## config.mk

```make
export PLATFORM = sky130hd
export DESIGN_NAME = serial_poll_link_controller_flat
export DESIGN_NICKNAME = d
export VERILOG_FILES = /design/src/hdl/spl_pkg.sv /design/src/hdl/spl_if.sv /design/src/hdl/spl_front.sv /design/src/hdl/spl_queue.sv /design/src/hdl/spl_back.sv /design/src/hdl/serial_poll_link_controller.sv /design/src/flat_wrapper.sv
export SDC_FILE = /design/constraint.sdc
export NUM_CORES = 1
export LEC_CHECK = 0
export BUFFER_PORTS_ARGS = -buffer_cell sky130_fd_sc_hd__buf_2
export CORE_UTILIZATION = 55
export DETAILED_ROUTE_END_ITERATION = 7
export GPL_ROUTABILITY_DRIVEN = 1
export PLACE_DENSITY_LB_ADDON = 0.1
export SKIP_LAST_GASP = 1
export SLEW_MARGIN = 20
export SYNTH_ARGS = -nofsm -noshare
export SYNTH_HDL_FRONTEND = slang
export SYNTH_HIERARCHICAL = 1
export SYNTH_SLANG_ARGS = --single-unit
```

## constraint.sdc

```tcl
create_clock -name clk -period 3.9 [get_ports clk]
set_input_delay 0.585 -clock clk [delete_from_list [all_inputs] [get_ports clk]]
set_output_delay 0.585 -clock clk [all_outputs]
set_load 0.01 [all_outputs]
```

## src/hdl/spl_pkg.sv

```systemverilog
`default_nettype none
package spl_pkg;

  localparam int FRAME_BYTES     = 18;
  localparam int MAX_QUERIES_DEF = 16;
  localparam int QUEUE_DEPTH     = 4;
  localparam int ADDR_W          = 5;
  localparam int MS_W            = 16;
  localparam int CNT_W           = 5;
  localparam int BUF_IDX_W       = $clog2(FRAME_BYTES);

  localparam logic [1:0] OP_BYTE = 2'd0;
  localparam logic [1:0] OP_TICK = 2'd1;
  localparam logic [1:0] OP_POLL = 2'd2;

  localparam logic [7:0] CH_BACKSPACE = 8'h08;
  localparam logic [7:0] CH_RETURN    = 8'h0D;
  localparam logic [7:0] CH_S         = 8'h53;
  localparam logic [7:0] CH_Y         = 8'h59;
  localparam logic [7:0] CH_E         = 8'h45;
  localparam logic [7:0] CH_V         = 8'h56;
  localparam logic [7:0] CH_O         = 8'h4F;

  localparam logic [3:0] ID_LEN_SHORT = 4'd6;
  localparam logic [3:0] ID_LEN_LONG  = 4'd11;

  localparam logic [MS_W-1:0] MS_MAX = '1;

  localparam logic [15:0] RST_TX_THROTTLE = 16'd10;
  localparam logic [15:0] RST_RX_TIMEOUT  = 16'd100;
  localparam logic [15:0] RST_RSP_TIMEOUT = 16'd300;
  localparam logic [15:0] RST_BACKOFF     = 16'd1000;
  localparam logic [2:0]  RST_MAX_RETRIES = 3'd3;
  localparam logic [4:0]  RST_QUERY_COUNT = 5'd0;

  typedef enum logic [2:0] {
    REG_TX_THROTTLE,
    REG_RX_TIMEOUT,
    REG_RSP_TIMEOUT,
    REG_BACKOFF,
    REG_MAX_RETRIES,
    REG_QUERY_COUNT
  } reg_idx_e;

  typedef enum logic [2:0] {
    K_FRAME,
    K_INVALID,
    K_DROP,
    K_RESEND,
    K_QUEUED,
    K_QUERY,
    K_OFFLINE
  } kind_e;

  typedef enum logic [2:0] {
    CMD_DATA,
    CMD_CLEAR,
    CMD_CLOSE,
    CMD_TICK,
    CMD_POLL
  } cmd_code_e;

  typedef struct packed {
    cmd_code_e  code;
    logic [7:0] data;
    logic       queue_ready;
  } cmd_t;

  typedef struct packed {
    logic [15:0] tx_throttle_ms;
    logic [15:0] rx_timeout_ms;
    logic [15:0] response_timeout_ms;
    logic [15:0] offline_backoff_ms;
    logic [2:0]  max_retries;
    logic [4:0]  query_count;
  } cfg_t;

  typedef struct packed {
    kind_e      kind;
    logic [7:0] byte_value;
    logic [4:0] byte_index;
    logic [3:0] ident_len;
    logic [3:0] query_index;
    logic       offline;
    logic       flush_queue;
    logic       last;
  } result_t;

endpackage
`default_nettype wire

```

## src/hdl/spl_if.sv

```systemverilog
`default_nettype none
interface spl_in_if;
  logic       valid;
  logic       ready;
  logic [1:0] operation;
  logic [7:0] rx_byte;
  logic       queue_ready;

  modport source (output valid, output operation, output rx_byte, output queue_ready,
                  input ready);
  modport sink (input valid, input operation, input rx_byte, input queue_ready,
                output ready);
endinterface

interface spl_out_if;
  logic              valid;
  logic              ready;
  spl_pkg::kind_e    kind;
  logic [7:0]        byte_value;
  logic [4:0]        byte_index;
  logic [3:0]        ident_len;
  logic [3:0]        query_index;
  logic              offline;
  logic              flush_queue;
  logic              last;

  modport source (output valid, output kind, output byte_value, output byte_index,
                  output ident_len, output query_index, output offline,
                  output flush_queue, output last, input ready);
  modport sink (input valid, input kind, input byte_value, input byte_index,
                input ident_len, input query_index, input offline,
                input flush_queue, input last, output ready);
endinterface
`default_nettype wire

```

## src/hdl/spl_front.sv

```systemverilog
`default_nettype none
module spl_front (
  spl_in_if.sink          req,
  input  wire logic       full,
  output spl_pkg::cmd_t   cmd,
  output logic            push
);

  logic known;

  assign req.ready = !full;

  always_comb begin
    known            = 1'b1;
    cmd.data         = req.rx_byte;
    cmd.queue_ready  = req.queue_ready;
    cmd.code         = spl_pkg::CMD_DATA;
    case (req.operation)
      spl_pkg::OP_BYTE: begin
        if (req.rx_byte == spl_pkg::CH_BACKSPACE) begin
          cmd.code = spl_pkg::CMD_CLEAR;
        end else if (req.rx_byte == spl_pkg::CH_RETURN) begin
          cmd.code = spl_pkg::CMD_CLOSE;
        end else begin
          cmd.code = spl_pkg::CMD_DATA;
        end
      end
      spl_pkg::OP_TICK: cmd.code = spl_pkg::CMD_TICK;
      spl_pkg::OP_POLL: cmd.code = spl_pkg::CMD_POLL;
      default: known = 1'b0;  // unused operation code is taken and dropped
    endcase
  end

  assign push = req.valid && !full && known;

endmodule
`default_nettype wire

```

## src/hdl/spl_queue.sv

```systemverilog
`default_nettype none
module spl_queue (
  input  wire logic           clk,
  input  wire logic           rst,
  input  wire logic           push,
  input  wire spl_pkg::cmd_t  push_cmd,
  input  wire logic           pop,
  output spl_pkg::cmd_t       head,
  output logic                empty,
  output logic                full
);

  localparam int PTR_W = $clog2(spl_pkg::QUEUE_DEPTH);
  localparam int CNT_W = $clog2(spl_pkg::QUEUE_DEPTH + 1);

  spl_pkg::cmd_t      slots [spl_pkg::QUEUE_DEPTH];
  logic [PTR_W-1:0]   wr_ptr;
  logic [PTR_W-1:0]   rd_ptr;
  logic [CNT_W-1:0]   count;

  assign empty = (count == '0);
  assign full  = (count == CNT_W'(spl_pkg::QUEUE_DEPTH));
  assign head  = slots[rd_ptr];

  always_ff @(posedge clk) begin
    if (push) begin
      slots[wr_ptr] <= push_cmd;
    end
  end

  always_ff @(posedge clk) begin
    if (rst) begin
      wr_ptr <= '0;
      rd_ptr <= '0;
      count  <= '0;
    end else begin
      if (push) begin
        wr_ptr <= wr_ptr + 1'b1;
      end
      if (pop) begin
        rd_ptr <= rd_ptr + 1'b1;
      end
      if (push && !pop) begin
        count <= count + 1'b1;
      end else if (pop && !push) begin
        count <= count - 1'b1;
      end
    end
  end

endmodule
`default_nettype wire

```

## src/hdl/spl_back.sv

```systemverilog
`default_nettype none
module spl_back #(
  parameter int MAX_QUERIES = spl_pkg::MAX_QUERIES_DEF
) (
  input  wire logic           clk,
  input  wire logic           rst,
  input  wire spl_pkg::cfg_t  cfg,
  input  wire spl_pkg::cmd_t  cmd,
  input  wire logic           empty,
  output logic                pop,
  spl_out_if.source           rsp
);

  localparam int QW  = $clog2(MAX_QUERIES + 1);
  localparam int QCW = (QW > 5) ? QW : 5;
  localparam int BW  = spl_pkg::BUF_IDX_W;
  localparam int MW  = spl_pkg::MS_W;

  typedef enum logic [1:0] {S_IDLE, S_TICK_A, S_TICK_B, S_EMIT} state_t;

  typedef struct packed {
    logic drop;
    logic giveup;
    logic tx;
    logic frame;
    logic invalid;
    logic online;
  } pend_t;

  state_t              state;
  logic [7:0]          rx_buffer [spl_pkg::FRAME_BYTES];
  logic [spl_pkg::CNT_W-1:0] rx_count;
  logic [MW-1:0]       since_rx;
  logic [MW-1:0]       since_tx;
  logic                awaiting;
  logic                holding;
  logic [2:0]          retry;
  logic                offline_flag;
  logic [QW-1:0]       next_query;
  logic                tick_queue;
  pend_t               pend;
  logic [BW-1:0]       frame_idx;
  logic [3:0]          id_len;
  spl_pkg::kind_e      tx_kind;
  logic [3:0]          tx_q;
  logic                o_valid;
  spl_pkg::result_t    o_rec;
  logic                out_load;

  logic [QCW-1:0]      qc_ext;
  logic [QCW-1:0]      nq_ext;
  logic                syevo;

  // tick scheduler results
  logic                t_drop, t_giveup, t_tx;
  spl_pkg::kind_e      t_kind;
  logic                t_aw, t_hold, t_off, t_nq_inc;
  logic [2:0]          t_retry;

  // emit selection
  spl_pkg::result_t    e_rec;
  pend_t               e_pend;
  logic                e_frame;

  assign qc_ext = (QCW'(cfg.query_count) < QCW'(MAX_QUERIES)) ?
                  QCW'(cfg.query_count) : QCW'(MAX_QUERIES);
  assign nq_ext = QCW'(next_query);

  assign syevo = (rx_buffer[6] == spl_pkg::CH_S) && (rx_buffer[7] == spl_pkg::CH_Y) &&
                 (rx_buffer[8] == spl_pkg::CH_E) && (rx_buffer[9] == spl_pkg::CH_V) &&
                 (rx_buffer[10] == spl_pkg::CH_O);

  assign pop = (state == S_IDLE) && !empty;

  // output register takes a new result when empty or being drained
  assign out_load = (state == S_EMIT) && (!o_valid || rsp.ready);

  always_comb begin : tick_eval
    logic que;
    logic stop;
    que       = tick_queue;
    stop      = 1'b0;
    t_aw      = awaiting;
    t_hold    = holding;
    t_off     = offline_flag;
    t_retry   = retry;
    t_giveup  = 1'b0;
    t_tx      = 1'b0;
    t_nq_inc  = 1'b0;
    t_kind    = spl_pkg::K_RESEND;
    t_drop    = (rx_count != '0) && (since_rx > cfg.rx_timeout_ms);
    if (since_tx < cfg.tx_throttle_ms) begin
      stop = 1'b1;
    end
    if (!stop && awaiting) begin
      if (since_tx < cfg.response_timeout_ms) begin
        stop = 1'b1;
      end else begin
        t_aw = 1'b0;
        if (!offline_flag) begin
          if (retry < cfg.max_retries) begin
            t_retry = retry + 1'b1;
          end else begin
            t_retry  = '0;
            t_hold   = 1'b0;
            que      = 1'b0;
            t_off    = 1'b1;
            t_giveup = 1'b1;
          end
        end
      end
    end
    if (!stop && t_off && (since_tx < cfg.offline_backoff_ms)) begin
      stop = 1'b1;
    end
    if (!stop) begin
      if (t_hold) begin
        t_tx   = 1'b1;
        t_kind = spl_pkg::K_RESEND;
      end else if (que) begin
        t_tx   = 1'b1;
        t_kind = spl_pkg::K_QUEUED;
        t_hold = 1'b1;
      end else if (nq_ext < qc_ext) begin
        t_tx     = 1'b1;
        t_kind   = spl_pkg::K_QUERY;
        t_hold   = 1'b1;
        t_nq_inc = 1'b1;
      end
      if (t_tx) begin
        t_aw = 1'b1;
      end
    end
  end

  always_comb begin : emit_sel
    e_rec   = '0;
    e_pend  = pend;
    e_frame = 1'b0;
    if (pend.drop) begin
      e_rec.kind  = spl_pkg::K_DROP;
      e_pend.drop = 1'b0;
    end else if (pend.giveup) begin
      e_rec.kind        = spl_pkg::K_OFFLINE;
      e_rec.offline     = 1'b1;
      e_rec.flush_queue = 1'b1;
      e_pend.giveup     = 1'b0;
    end else if (pend.tx) begin
      e_rec.kind        = tx_kind;
      e_rec.query_index = (tx_kind == spl_pkg::K_QUERY) ? tx_q : 4'd0;
      e_pend.tx         = 1'b0;
    end else if (pend.frame) begin
      e_frame          = 1'b1;
      e_rec.kind       = spl_pkg::K_FRAME;
      e_rec.byte_value = rx_buffer[frame_idx];
      e_rec.byte_index = 5'(frame_idx);
      e_rec.ident_len  = id_len;
      if (frame_idx == BW'(spl_pkg::FRAME_BYTES - 1)) begin
        e_pend.frame = 1'b0;
      end
    end else if (pend.invalid) begin
      e_rec.kind     = spl_pkg::K_INVALID;
      e_pend.invalid = 1'b0;
    end else if (pend.online) begin
      e_rec.kind    = spl_pkg::K_OFFLINE;
      e_pend.online = 1'b0;
    end
    e_rec.last = (e_pend == '0);
  end

  always_ff @(posedge clk) begin
    if (rst) begin
      state        <= S_IDLE;
      o_valid      <= 1'b0;
      rx_count     <= '0;
      since_rx     <= '0;
      since_tx     <= '0;
      awaiting     <= 1'b0;
      holding      <= 1'b0;
      retry        <= '0;
      offline_flag <= 1'b0;
      next_query   <= '0;
      pend         <= '0;
    end else begin
      if (out_load) begin
        o_valid <= 1'b1;
      end else if (rsp.ready) begin
        o_valid <= 1'b0;
      end
      case (state)
        S_IDLE: begin
          if (!empty) begin
            case (cmd.code)
              spl_pkg::CMD_DATA: begin
                if (rx_count < spl_pkg::CNT_W'(spl_pkg::FRAME_BYTES)) begin
                  rx_buffer[rx_count[BW-1:0]] <= cmd.data;
                end
                // count stops one past a full frame so overlong frames are flagged
                if (rx_count < spl_pkg::CNT_W'(spl_pkg::FRAME_BYTES + 1)) begin
                  rx_count <= rx_count + 1'b1;
                end
                since_rx <= '0;
              end
              spl_pkg::CMD_CLEAR: rx_count <= '0;
              spl_pkg::CMD_CLOSE: begin
                if (rx_count == spl_pkg::CNT_W'(spl_pkg::FRAME_BYTES)) begin
                  pend.frame <= 1'b1;
                  frame_idx  <= '0;
                  id_len     <= syevo ? spl_pkg::ID_LEN_LONG : spl_pkg::ID_LEN_SHORT;
                end else begin
                  pend.invalid <= 1'b1;
                end
                pend.online  <= offline_flag;
                offline_flag <= 1'b0;
                rx_count     <= '0;
                holding      <= 1'b0;
                awaiting     <= 1'b0;
                state        <= S_EMIT;
              end
              spl_pkg::CMD_TICK: begin
                tick_queue <= cmd.queue_ready;
                state      <= S_TICK_A;
              end
              spl_pkg::CMD_POLL: begin
                if (!offline_flag && !(nq_ext < qc_ext)) begin
                  next_query <= '0;
                end
              end
              default: ;
            endcase
          end
        end
        S_TICK_A: begin
          since_rx <= (since_rx == spl_pkg::MS_MAX) ? since_rx : since_rx + 1'b1;
          since_tx <= (since_tx == spl_pkg::MS_MAX) ? since_tx : since_tx + 1'b1;
          state    <= S_TICK_B;
        end
        S_TICK_B: begin
          if (t_drop) begin
            rx_count <= '0;
          end
          awaiting     <= t_aw;
          holding      <= t_hold;
          retry        <= t_retry;
          offline_flag <= t_off;
          if (t_tx) begin
            since_tx <= '0;
          end
          if (t_nq_inc) begin
            next_query <= next_query + 1'b1;
          end
          tx_kind     <= t_kind;
          tx_q        <= 4'(next_query);
          pend.drop   <= t_drop;
          pend.giveup <= t_giveup;
          pend.tx     <= t_tx;
          state       <= (t_drop || t_giveup || t_tx) ? S_EMIT : S_IDLE;
        end
        S_EMIT: begin
          if (out_load) begin
            o_rec   <= e_rec;
            pend    <= e_pend;
            if (e_frame) begin
              frame_idx <= frame_idx + 1'b1;
            end
            if (e_rec.last) begin
              state <= S_IDLE;
            end
          end
        end
        default: state <= S_IDLE;
      endcase
    end
  end

  assign rsp.valid       = o_valid;
  assign rsp.kind        = o_rec.kind;
  assign rsp.byte_value  = o_rec.byte_value;
  assign rsp.byte_index  = o_rec.byte_index;
  assign rsp.ident_len   = o_rec.ident_len;
  assign rsp.query_index = o_rec.query_index;
  assign rsp.offline     = o_rec.offline;
  assign rsp.flush_queue = o_rec.flush_queue;
  assign rsp.last        = o_rec.last;

endmodule
`default_nettype wire

```

## src/hdl/serial_poll_link_controller.sv

```systemverilog
// serial poll link controller
// req channel: one item per received byte, millisecond tick or poll-cycle start,
// accepted when valid and ready are high at a rising edge of clk.
// rsp channel: result items, the final result for an input item marked by last.
// an accepted item of a known operation passes a four-entry command queue, then
// the back end: data, clear and poll items are handled in the idle state, a tick
// passes tick_a and tick_b and emits up to 3 results, a closing byte up to 19.
// a first result passes the queue, the idle and emit states and the output register.
// data bytes sustain one item per cycle while the back end is idle; ticks and
// closing bytes hold the single back-end sequencer, which works one command at a time.
// the output register holds a result until rsp.ready; the back end then waits,
// the queue fills, and req.ready drops once four items are pending.
// configuration through the apb port, register i at byte address 4*i, is to be
// written by the user only while the block is idle, which the block does not
// enforce; pready is always high. synchronous reset empties the queue, drops any
// result in flight, clears counters and link state and restores register defaults.
`default_nettype none
module serial_poll_link_controller #(
  parameter int MAX_QUERIES = spl_pkg::MAX_QUERIES_DEF
) (
  input  wire logic                        clk,
  input  wire logic                        rst,
  spl_in_if.sink                           req,
  spl_out_if.source                        rsp,
  input  wire logic                        psel,
  input  wire logic                        penable,
  input  wire logic                        pwrite,
  input  wire logic [spl_pkg::ADDR_W-1:0]  paddr,
  input  wire logic [31:0]                 pwdata,
  output logic [31:0]                      prdata,
  output logic                             pready
);

  spl_pkg::cfg_t cfg;
  spl_pkg::cmd_t push_cmd;
  spl_pkg::cmd_t head;
  logic          push;
  logic          pop;
  logic          empty;
  logic          full;
  spl_pkg::reg_idx_e reg_sel;

  assign pready  = 1'b1;
  assign reg_sel = spl_pkg::reg_idx_e'(paddr[spl_pkg::ADDR_W-1:2]);

  always_ff @(posedge clk) begin
    if (rst) begin
      cfg.tx_throttle_ms      <= spl_pkg::RST_TX_THROTTLE;
      cfg.rx_timeout_ms       <= spl_pkg::RST_RX_TIMEOUT;
      cfg.response_timeout_ms <= spl_pkg::RST_RSP_TIMEOUT;
      cfg.offline_backoff_ms  <= spl_pkg::RST_BACKOFF;
      cfg.max_retries         <= spl_pkg::RST_MAX_RETRIES;
      cfg.query_count         <= spl_pkg::RST_QUERY_COUNT;
    end else if (psel && penable && pwrite) begin
      case (reg_sel)
        spl_pkg::REG_TX_THROTTLE: cfg.tx_throttle_ms      <= pwdata[15:0];
        spl_pkg::REG_RX_TIMEOUT:  cfg.rx_timeout_ms       <= pwdata[15:0];
        spl_pkg::REG_RSP_TIMEOUT: cfg.response_timeout_ms <= pwdata[15:0];
        spl_pkg::REG_BACKOFF:     cfg.offline_backoff_ms  <= pwdata[15:0];
        spl_pkg::REG_MAX_RETRIES: cfg.max_retries         <= pwdata[2:0];
        spl_pkg::REG_QUERY_COUNT: cfg.query_count         <= pwdata[4:0];
        default: ;
      endcase
    end
  end

  always_comb begin
    case (reg_sel)
      spl_pkg::REG_TX_THROTTLE: prdata = 32'(cfg.tx_throttle_ms);
      spl_pkg::REG_RX_TIMEOUT:  prdata = 32'(cfg.rx_timeout_ms);
      spl_pkg::REG_RSP_TIMEOUT: prdata = 32'(cfg.response_timeout_ms);
      spl_pkg::REG_BACKOFF:     prdata = 32'(cfg.offline_backoff_ms);
      spl_pkg::REG_MAX_RETRIES: prdata = 32'(cfg.max_retries);
      spl_pkg::REG_QUERY_COUNT: prdata = 32'(cfg.query_count);
      default:                  prdata = '0;
    endcase
  end

  spl_front u_front (
    .req  (req),
    .full (full),
    .cmd  (push_cmd),
    .push (push)
  );

  spl_queue u_queue (
    .clk      (clk),
    .rst      (rst),
    .push     (push),
    .push_cmd (push_cmd),
    .pop      (pop),
    .head     (head),
    .empty    (empty),
    .full     (full)
  );

  spl_back #(
    .MAX_QUERIES (MAX_QUERIES)
  ) u_back (
    .clk   (clk),
    .rst   (rst),
    .cfg   (cfg),
    .cmd   (head),
    .empty (empty),
    .pop   (pop),
    .rsp   (rsp)
  );

endmodule
`default_nettype wire

```

## src/flat_wrapper.sv

```systemverilog
// flat-port wrapper written by rule: the top's interface ports become plain ports
module serial_poll_link_controller_flat 
#(
  parameter int MAX_QUERIES = spl_pkg::MAX_QUERIES_DEF
)
  (clk, rst, psel, penable, pwrite, paddr, pwdata, prdata, pready, req_valid, req_operation, req_rx_byte, req_queue_ready, req_ready, rsp_valid, rsp_kind, rsp_byte_value, rsp_byte_index, rsp_ident_len, rsp_query_index, rsp_offline, rsp_flush_queue, rsp_last, rsp_ready);
  spl_in_if req_i ();
  spl_out_if rsp_i ();
  input  wire logic clk;
  input  wire logic rst;
  input  wire logic psel;
  input  wire logic penable;
  input  wire logic pwrite;
  input  wire logic [spl_pkg::ADDR_W-1:0] paddr;
  input  wire logic [31:0] pwdata;
  output logic [31:0] prdata;
  output logic pready;
  input wire logic [$bits(req_i.valid)-1:0] req_valid;
  input wire logic [$bits(req_i.operation)-1:0] req_operation;
  input wire logic [$bits(req_i.rx_byte)-1:0] req_rx_byte;
  input wire logic [$bits(req_i.queue_ready)-1:0] req_queue_ready;
  output wire logic [$bits(req_i.ready)-1:0] req_ready;
  output wire logic [$bits(rsp_i.valid)-1:0] rsp_valid;
  output wire logic [$bits(rsp_i.kind)-1:0] rsp_kind;
  output wire logic [$bits(rsp_i.byte_value)-1:0] rsp_byte_value;
  output wire logic [$bits(rsp_i.byte_index)-1:0] rsp_byte_index;
  output wire logic [$bits(rsp_i.ident_len)-1:0] rsp_ident_len;
  output wire logic [$bits(rsp_i.query_index)-1:0] rsp_query_index;
  output wire logic [$bits(rsp_i.offline)-1:0] rsp_offline;
  output wire logic [$bits(rsp_i.flush_queue)-1:0] rsp_flush_queue;
  output wire logic [$bits(rsp_i.last)-1:0] rsp_last;
  input wire logic [$bits(rsp_i.ready)-1:0] rsp_ready;
  assign req_i.valid = req_valid;
  assign req_i.operation = req_operation;
  assign req_i.rx_byte = req_rx_byte;
  assign req_i.queue_ready = req_queue_ready;
  assign req_ready = req_i.ready;
  assign rsp_valid = rsp_i.valid;
  assign rsp_kind = rsp_i.kind;
  assign rsp_byte_value = rsp_i.byte_value;
  assign rsp_byte_index = rsp_i.byte_index;
  assign rsp_ident_len = rsp_i.ident_len;
  assign rsp_query_index = rsp_i.query_index;
  assign rsp_offline = rsp_i.offline;
  assign rsp_flush_queue = rsp_i.flush_queue;
  assign rsp_last = rsp_i.last;
  assign rsp_i.ready = rsp_ready;
  serial_poll_link_controller #(.MAX_QUERIES(MAX_QUERIES)) u_core (.clk(clk), .rst(rst), .req(req_i), .rsp(rsp_i), .psel(psel), .penable(penable), .pwrite(pwrite), .paddr(paddr), .pwdata(pwdata), .prdata(prdata), .pready(pready));
endmodule
```

# Word-level counts from Yosys, hierarchy flattened

Memories as Yosys holds them, arrays and structs flattened. A register that Yosys moved wholly into a read port is not among the register bits.
Cells that the tools add are included.

Bits in writable memories: 192
Output and inout port bits: 62
Register bits: 172
Memories kept: 2
Word-level logic and storage cells: 296
Bits of input ports: 55

$add $sub $neg: 10
Equal/unequal tests: 45
Reductions and logical operators: 71
Order comparisons: 9
Muxes and demuxes: 114
Bitwise gates (word level): 7

Memories:

| name                    | words | bits a word | read ports | clocked after Yosys merged registers in | wr ports | RTL line        | text |
|---|---|---|---|---|---|---|---|
| u_core.u_back.rx_buffer | 18    | 8           | 6          | 1                                       | 1        | spl_back.sv:31  | `logic [7:0] rx_buffer [spl_pkg::FRAME_BYTES];` |
| u_core.u_queue.slots    | 4     | 12          | 1          | 1                                       | 1        | spl_queue.sv:16 | `spl_pkg::cmd_t slots [spl_pkg::QUEUE_DEPTH];` |

Operators by type and width:

| kind                    | number |
|---|---|
| $pmux W16 S6            | 1 |
| $mux W16                | 5 |
| $mux W5                 | 14 |
| $pmux W16 S2            | 2 |
| $mux W1                 | 54 |
| $lt A16 B16 Y1          | 3 |
| $eq A8 B7 Y1 const B    | 5 |
| $pmux W5 S2             | 4 |
| $mux W3                 | 13 |
| $add A16 B1 Y16 const B | 2 |
| $eq A16 B16 Y1 const B  | 2 |
| $reduce_and A5 Y1       | 5 |
| $mux W2                 | 10 |
| $ne A2 B2 Y1 const B    | 10 |
| $reduce_and A4 Y1       | 5 |
| $logic_and A1 B1 Y1     | 17 |
| $eq A8 B4 Y1 const B    | 2 |
| $gt A16 B16 Y1          | 1 |
| $reduce_and A2 Y1       | 8 |
| $add A5 B1 Y5 const B   | 3 |
| $eq A3 B3 Y1 const B    | 5 |
| $lt A5 B5 Y1 const B    | 3 |
| $reduce_bool A2 Y1      | 7 |
| $eq A3 B2 Y1 const B    | 4 |
| 32 further kinds        | 71 |

# Logic depth before layout (Yosys ltp)

Depth in word-level cells: 14
Mapped depth: 13
Depth with buffers taken out: 11

# Hierarchy

Netlist, hierarchy kept.

By module, submodules not included:

| module                      | cells an instance | times used | area each (sq um) | sequential area each (sq um) |
|---|---|---|---|---|
| spl_back                    | 1075              | 1          | 12789.8           | 7146.9 |
| serial_poll_link_controller | 402               | 1          | 3567.2            | 1441.4 |
| spl_queue                   | 106               | 1          | 2164.6            | 1621.6 |
| spl_front                   | 20                | 1          | 141.4             | 0.0 |

# Least setup slack after synthesis

Ideal clock, no wire load.

Kind: input -> register
Start: input rst
End: register u_core.u_back.o_rec (netlist bit u_core/u_back/rsp.byte_index[0]) (enable)
Path slack: 0.566 ns
Stages: 3
Path buffers: 2
Data arrival time: 2.890 ns
Library setup time: 0.444 ns
Path through: clkbuf_1 -> clkbuf_1 -> nor3b_1

Word-level cells in the longest chain between the ends: 2

Ends and longest elaborated chain:

| item                               | RTL line           | text |
|---|---|---|
| start: declaration                 | flat_wrapper.sv:10 | `input wire logic rst;` |
| $not A1 Y1 (no source line)        | --                 |  |
| $reduce_and A3 Y1 (no source line) | --                 |  |
| end signal: assignment             | spl_back.sv:261    | `o_rec <= e_rec;` |
| end: declaration                   | spl_back.sv:47     | `spl_pkg::result_t o_rec;` |

Every way passes these cells.
A chain may end at the register's enable or synchronous reset.

# Final worst setup path

Start: register, netlist name u_core/cfg[26]
End: register u_core.u_back.since_tx[14]

Word-level cells in the longest chain between the ends: 10
Elaborated cells on any way between the ends: 19

Ends and longest elaborated chain:

| item                                   | RTL line        | text |
|---|---|---|
| $lt A16 B16 Y1 (*)                     | spl_back.sv:96  | `if (since_tx < cfg.response_timeout_ms) begin` |
| $mux W1                                | spl_back.sv:96  |  |
| $mux W1                                | spl_back.sv:95  | `if (!stop && awaiting) begin` |
| $logic_not A1 Y1                       | spl_back.sv:113 | `if (!stop && t_off && (since_tx < cfg.offline_backoff_ms)) begin` |
| $logic_and A1 B1 Y1 (2 in a row)       | spl_back.sv:113 |  |
| $mux W1                                | spl_back.sv:113 |  |
| $mux W1 (*)                            | spl_back.sv:116 | `if (!stop) begin` |
| $ne A2 B2 Y1 (no source line) (*)      | --              |  |
| $reduce_and A3 Y1 (no source line) (*) | --              |  |
| end signal: assignment                 | spl_back.sv:235 | `since_tx <= (since_tx == spl_pkg::MS_MAX) ? since_tx : since_tx + 1'b1;` |
| end: declaration                       | spl_back.sv:34  | `logic [MW-1:0] since_tx;` |

Mark *: on every way between the ends. The rest lies on a longest branch, timed or not. The select of a mux whose other input is x is not followed.

==> summary by stage <==
Run status
The run finished with clean final reports.

Layout
The finished cells cover 20700 µm². The non-filler instance count after layout is 2150. The core utilization of the finished layout is 61.8%. Leaving out fill and tap cells, the most frequent cell in the layout is sky130_fd_sc_hd__edfxtp_1. In the layout the commonest cells are sky130_fd_sc_hd__edfxtp_1, sky130_fd_sc_hd__dfxtp_1, sky130_fd_sc_hd__nor2_1, sky130_fd_sc_hd__o21ai_0, sky130_fd_sc_hd__a21oi_1.

The area growth from synthesis to layout is 10.7%. The fraction of layout cells with a size suffix above 1 is 14.3%. The filler cells instantiated in the layout total 2721. The count of antenna diodes in the layout is 0. After the last flow step, the layout net total stands at 1812.

Timing
Clock skew on the completed layout was measured at 0.0157 ns. The number of max-slew violations in the final report came to 0. Headroom to the max-slew limit came out at 27.1%. The slew at the pin closest to its max-slew limit is 1.09 ns. Setup violations remaining at the end of the flow were counted as 0.

Derived from the worst setup path, the maximum achievable clock frequency is 0.293 GHz. After routing, the total negative slack on setup checks comes to 0 ns. The worst path uses 87.6% of the clock period.

The number of hold violations in the final report was 0. Setup repair after global routing left no endpoint under its margin. Subtracting the final worst setup slack from the clock period gives 3.42 ns.

Synth
The Yosys warning count is 6. The sequential element share of the synthesized area is 54.7%. The async set-or-reset flop fraction in the synthesized netlist is 0%. The count of flip-flops with a built-in enable after synthesis is 248. Counting distinct cell types in the post-synthesis netlist gives 87. The average instance in the mapped netlist occupies 11.6 µm². The area fraction of the dominant cell type after synthesis is 39.9%. The post-synth design cell area is 18700 µm². Summed over all instances, the cell type with the most area after synthesis is sky130_fd_sc_hd__edfxtp_1. The register bit total from synthesis is 386. The synthesized instance count is 1603. In the synthesized netlist the dominant register cell turns out to be sky130_fd_sc_hd__edfxtp_1. By area the synthesized netlist is led by sky130_fd_sc_hd__edfxtp_1, sky130_fd_sc_hd__dfxtp_1, sky130_fd_sc_hd__ha_1.

Floorplan
The number of top-level design ports is 117. The die outline width is 186 µm. The floorplan step defined a die boundary enclosing 34700 µm². The number of rows in the core area is 67.

The initial cell density of the core is 55.8%. The area of the placeable core is 33400 µm². The die is 186 µm tall.

Route
The count of nets left with antenna violations once routing finished came out at 0. The detailed-routing wirelength on met1 is 19.5 mm. After detailed routing, the number of remaining DRC violations is 0.

The number of DRC violations after detailed-routing iteration 0 is 1086. The average detailed-routed wire length per instance is 19.8 µm. Dividing the detail-routed via count by the number of cells gives 5.92. The top metal layer carrying routed signals is met4. The first TritonRoute pass finished after 6 iterations. The wire length after detailed routing is 42.7 mm.

The total via count after detailed routing is 12700. The routed design uses 2.75 mm of met3 wire. The met2 wire length is 19.5 mm.

Clock network
The clock net in this run drives a total of 386 sinks. In this run the clock root is driven by a sky130_fd_sc_hd__clkbuf_16. The clock-pin slew of the registers on the worst-case setup and hold paths is 0.06 ns. Buffers added to address setup during post-CTS repair amount to 0. The number of gates given a new drive strength after cts is 0.

The CTS tree is done. TritonCTS created 42 clock buffers. In this run the number of H-tree levels came out at 2. The clock passes through at most 3 buffers. At the later pin of the worst-skew pair, clock insertion delay measures 0.54 ns. The number of buffers inserted by hold repair at cts is 0.

Power and ir drop
The leakage dissipation is 7.62 nW. The worst supply voltage drop on vdd is 0.390 mV. Per report_power, the combinational group accounts for 16.5% of the total. Of the total power, the share spent switching nets is 27.3%. Internal power comes to 0.00739 W.

The net switching power of the design is 0.00278 W. Of the total power, the clock network draws 36.2%. In this run the power density over the cells is 492 nW/µm². The share of power burned in registers is 47.2%.

Placement
The quantity of I/O buffers inserted on ports is 81. Routability-driven placement finished with a final weighted congestion of 0.842. The detailed placer's ending HPWL is 29.6 mm.

After detailed placement, the total cell area comes to 19400 µm². Counting tap cells, the placed design contains a total of 2074 instances.

Global route
Entering global routing, the biggest net connects 74 pins. The remaining global-route overflow is 0. The number of antenna violations at the first check in global routing is 0. The first global-routing pass estimated 67.0 mm of wire. The via count of the first global-routing pass came to 12000. In the global route stage, overall resource usage came out at 25.2%.

Hold path
The number of cells traversed by the worst hold path is 1. The class of the most critical hold timing path is input pin to flop.

Critical path
STA classifies the critical path endpoint as a flop. The peak fanout along the critical path is 29. STA classifies the critical path startpoint as a flop. The startpoint of the lowest-slack register-to-register path is u_core/cfg[26]$_SDFFE_PP1P_. Counting cells, the worst reg-to-reg path comes to 10. STA puts the critical path data arrival time at 3.87 ns.

The category of the critical setup timing path is flop to flop. In this run the worst setup path terminates at u_core/u_back/since_tx[14]$_SDFFE_PP0P_. The critical path required time is 4.35 ns. The most critical setup path has its startpoint at u_core/cfg[26]$_SDFFE_PP1P_.

The setup slack on the worst flop-to-flop path is 0.48 ns. In this run the critical register-to-register path is captured at u_core/u_back/since_tx[14]$_SDFFE_PP0P_.

Run
The tool flagged a number of max-cap violations equal to 0.
==> cell families (layout without fill, tap and decap cells) <==
logic type	count (synthesis)	in the layout	synth area share, %
flops	386	386	54.7
buf+inv	206	290	5.21
fa+ha+maj	88	88	5.93
xor+xnor	22	22	1.03
other cells	2	17	0.0402
mux	112	112	9.45
simple gates	447	447	12.7
compound gates	340	340	10.9
==> worst min-delay path by stage <==
stage	to	slack, ns	startpoint
floorplan	u_core/u_back/retry[1]$_SDFFE_PP0P_	0.45	u_core/u_back/retry[1]$_SDFFE_PP0P_
global placement	u_core/u_back/retry[1]$_SDFFE_PP0P_	0.47	u_core/u_back/retry[1]$_SDFFE_PP0P_
detailed placement	u_core/u_back/retry[1]$_SDFFE_PP0P_	0.48	u_core/u_back/retry[1]$_SDFFE_PP0P_
CTS	u_core/u_queue/slots[2][0]$_DFFE_PP_	0.26	req_queue_ready
global route	u_core/u_queue/slots[2][0]$_DFFE_PP_	0.27	req_queue_ready
finish	u_core/u_queue/slots[2][0]$_DFFE_PP_	0.28	req_queue_ready
==> power groups by stage <==
stage / sequential, W / combinational (W) / clock (W)
after floorplan: 0.00484 / 0.00118 / 0
after global placement: 0.00488 / 0.00165 / 0
after detailed placement: 0.00489 / 0.00168 / 0
after CTS: 0.00480 / 0.00169 / 0.00377
after global routing: 0.00482 / 0.00185 / 0.00394
final: 0.00480 / 0.00168 / 0.00368
==> routing by layer <==
layer / GRT usage, % / up-vias
met3: 4.15 / 60
met4: 6.52 / 0
met2: 39.3 / 426
met1: 36.7 / 6167
li1: - / 6079
met5: 0 / -
==> flip-flops by register name, summed over array words and instances (netlist names), 4 cells and up, named ones only <==
| signal | flops |
|---|---|
| u_core/u_back/rx_buffer | 160 |
| u_core/cfg | 72 |
| u_core/u_queue/slots | 48 |
| u_core/u_back/since_rx | 16 |
| u_core/u_back/since_tx | 16 |
| u_core/u_back/rsp.byte_value | 8 |
| u_core/u_back/pend | 6 |
| u_core/u_back/frame_idx | 5 |
| u_core/u_back/next_query | 5 |
| u_core/u_back/rsp.byte_index | 5 |
| u_core/u_back/rx_count | 5 |
| u_core/u_back/rsp.query_index | 4 |
| u_core/u_back/tx_q | 4 |
==> area by class of cell <==
| class | count | area [µm²] | share of cell area (%) |
|---|---|---|---|
| flip-flops and latches | 386 | 10200 | 49.4 |
| multi-input cells | 1026 | 7550 | 36.5 |
| clock buffers | 64 | 1180 | 5.69 |
| repair buffers | 120 | 713 | 3.45 |
| well taps | 448 | 561 | 2.71 |
| inverters | 94 | 353 | 1.71 |
| clock inverters | 12 | 103 | 0.497 |
==> synthesized netlist by cell type, types with 17 or more instances <==
library cell and instances:
sky130_fd_sc_hd__dfxtp_1 138, sky130_fd_sc_hd__mux4_2 40, sky130_fd_sc_hd__o21ai_0 119, sky130_fd_sc_hd__a21oi_1 115
sky130_fd_sc_hd__nand2_1 66, sky130_fd_sc_hd__inv_1 93, sky130_fd_sc_hd__mux2i_1 55, sky130_fd_sc_hd__nor2_1 123
sky130_fd_sc_hd__buf_4 33, sky130_fd_sc_hd__nor2b_1 24, sky130_fd_sc_hd__nand4_1 20, sky130_fd_sc_hd__nand3_1 76
sky130_fd_sc_hd__clkbuf_1 58, sky130_fd_sc_hd__edfxtp_1 248, sky130_fd_sc_hd__or3_1 24, sky130_fd_sc_hd__and3_1 17
sky130_fd_sc_hd__ha_1 86
==> critical path, stage by stage, from the launching register on <==
cell,delay [ns]
sky130_fd_sc_hd__dfxtp_1,0.42
sky130_fd_sc_hd__inv_1,0.08
sky130_fd_sc_hd__ha_1,0.31
sky130_fd_sc_hd__a211o_1,0.25
sky130_fd_sc_hd__a31oi_1,0.23
sky130_fd_sc_hd__o221ai_2,0.17
sky130_fd_sc_hd__a221oi_2,0.43
sky130_fd_sc_hd__nor3_1,0.10
sky130_fd_sc_hd__o31a_1,0.58
sky130_fd_sc_hd__or4_1,0.57
sky130_fd_sc_hd__a21oi_1,0.17
==> metrics by stage <==
stage          worst slack [ns]  power (W)  hold WS (ns)
4_1_cts                   0.508     0.0103         0.257
3_5_place_dp              0.529    0.00657         0.476
6_report                  0.485     0.0102         0.278
2_1_floorplan             0.566    0.00602         0.452
5_1_grt                   0.196     0.0106         0.271
3_3_place_gp              0.620    0.00653         0.469
(Power assumes the default switching activity.)
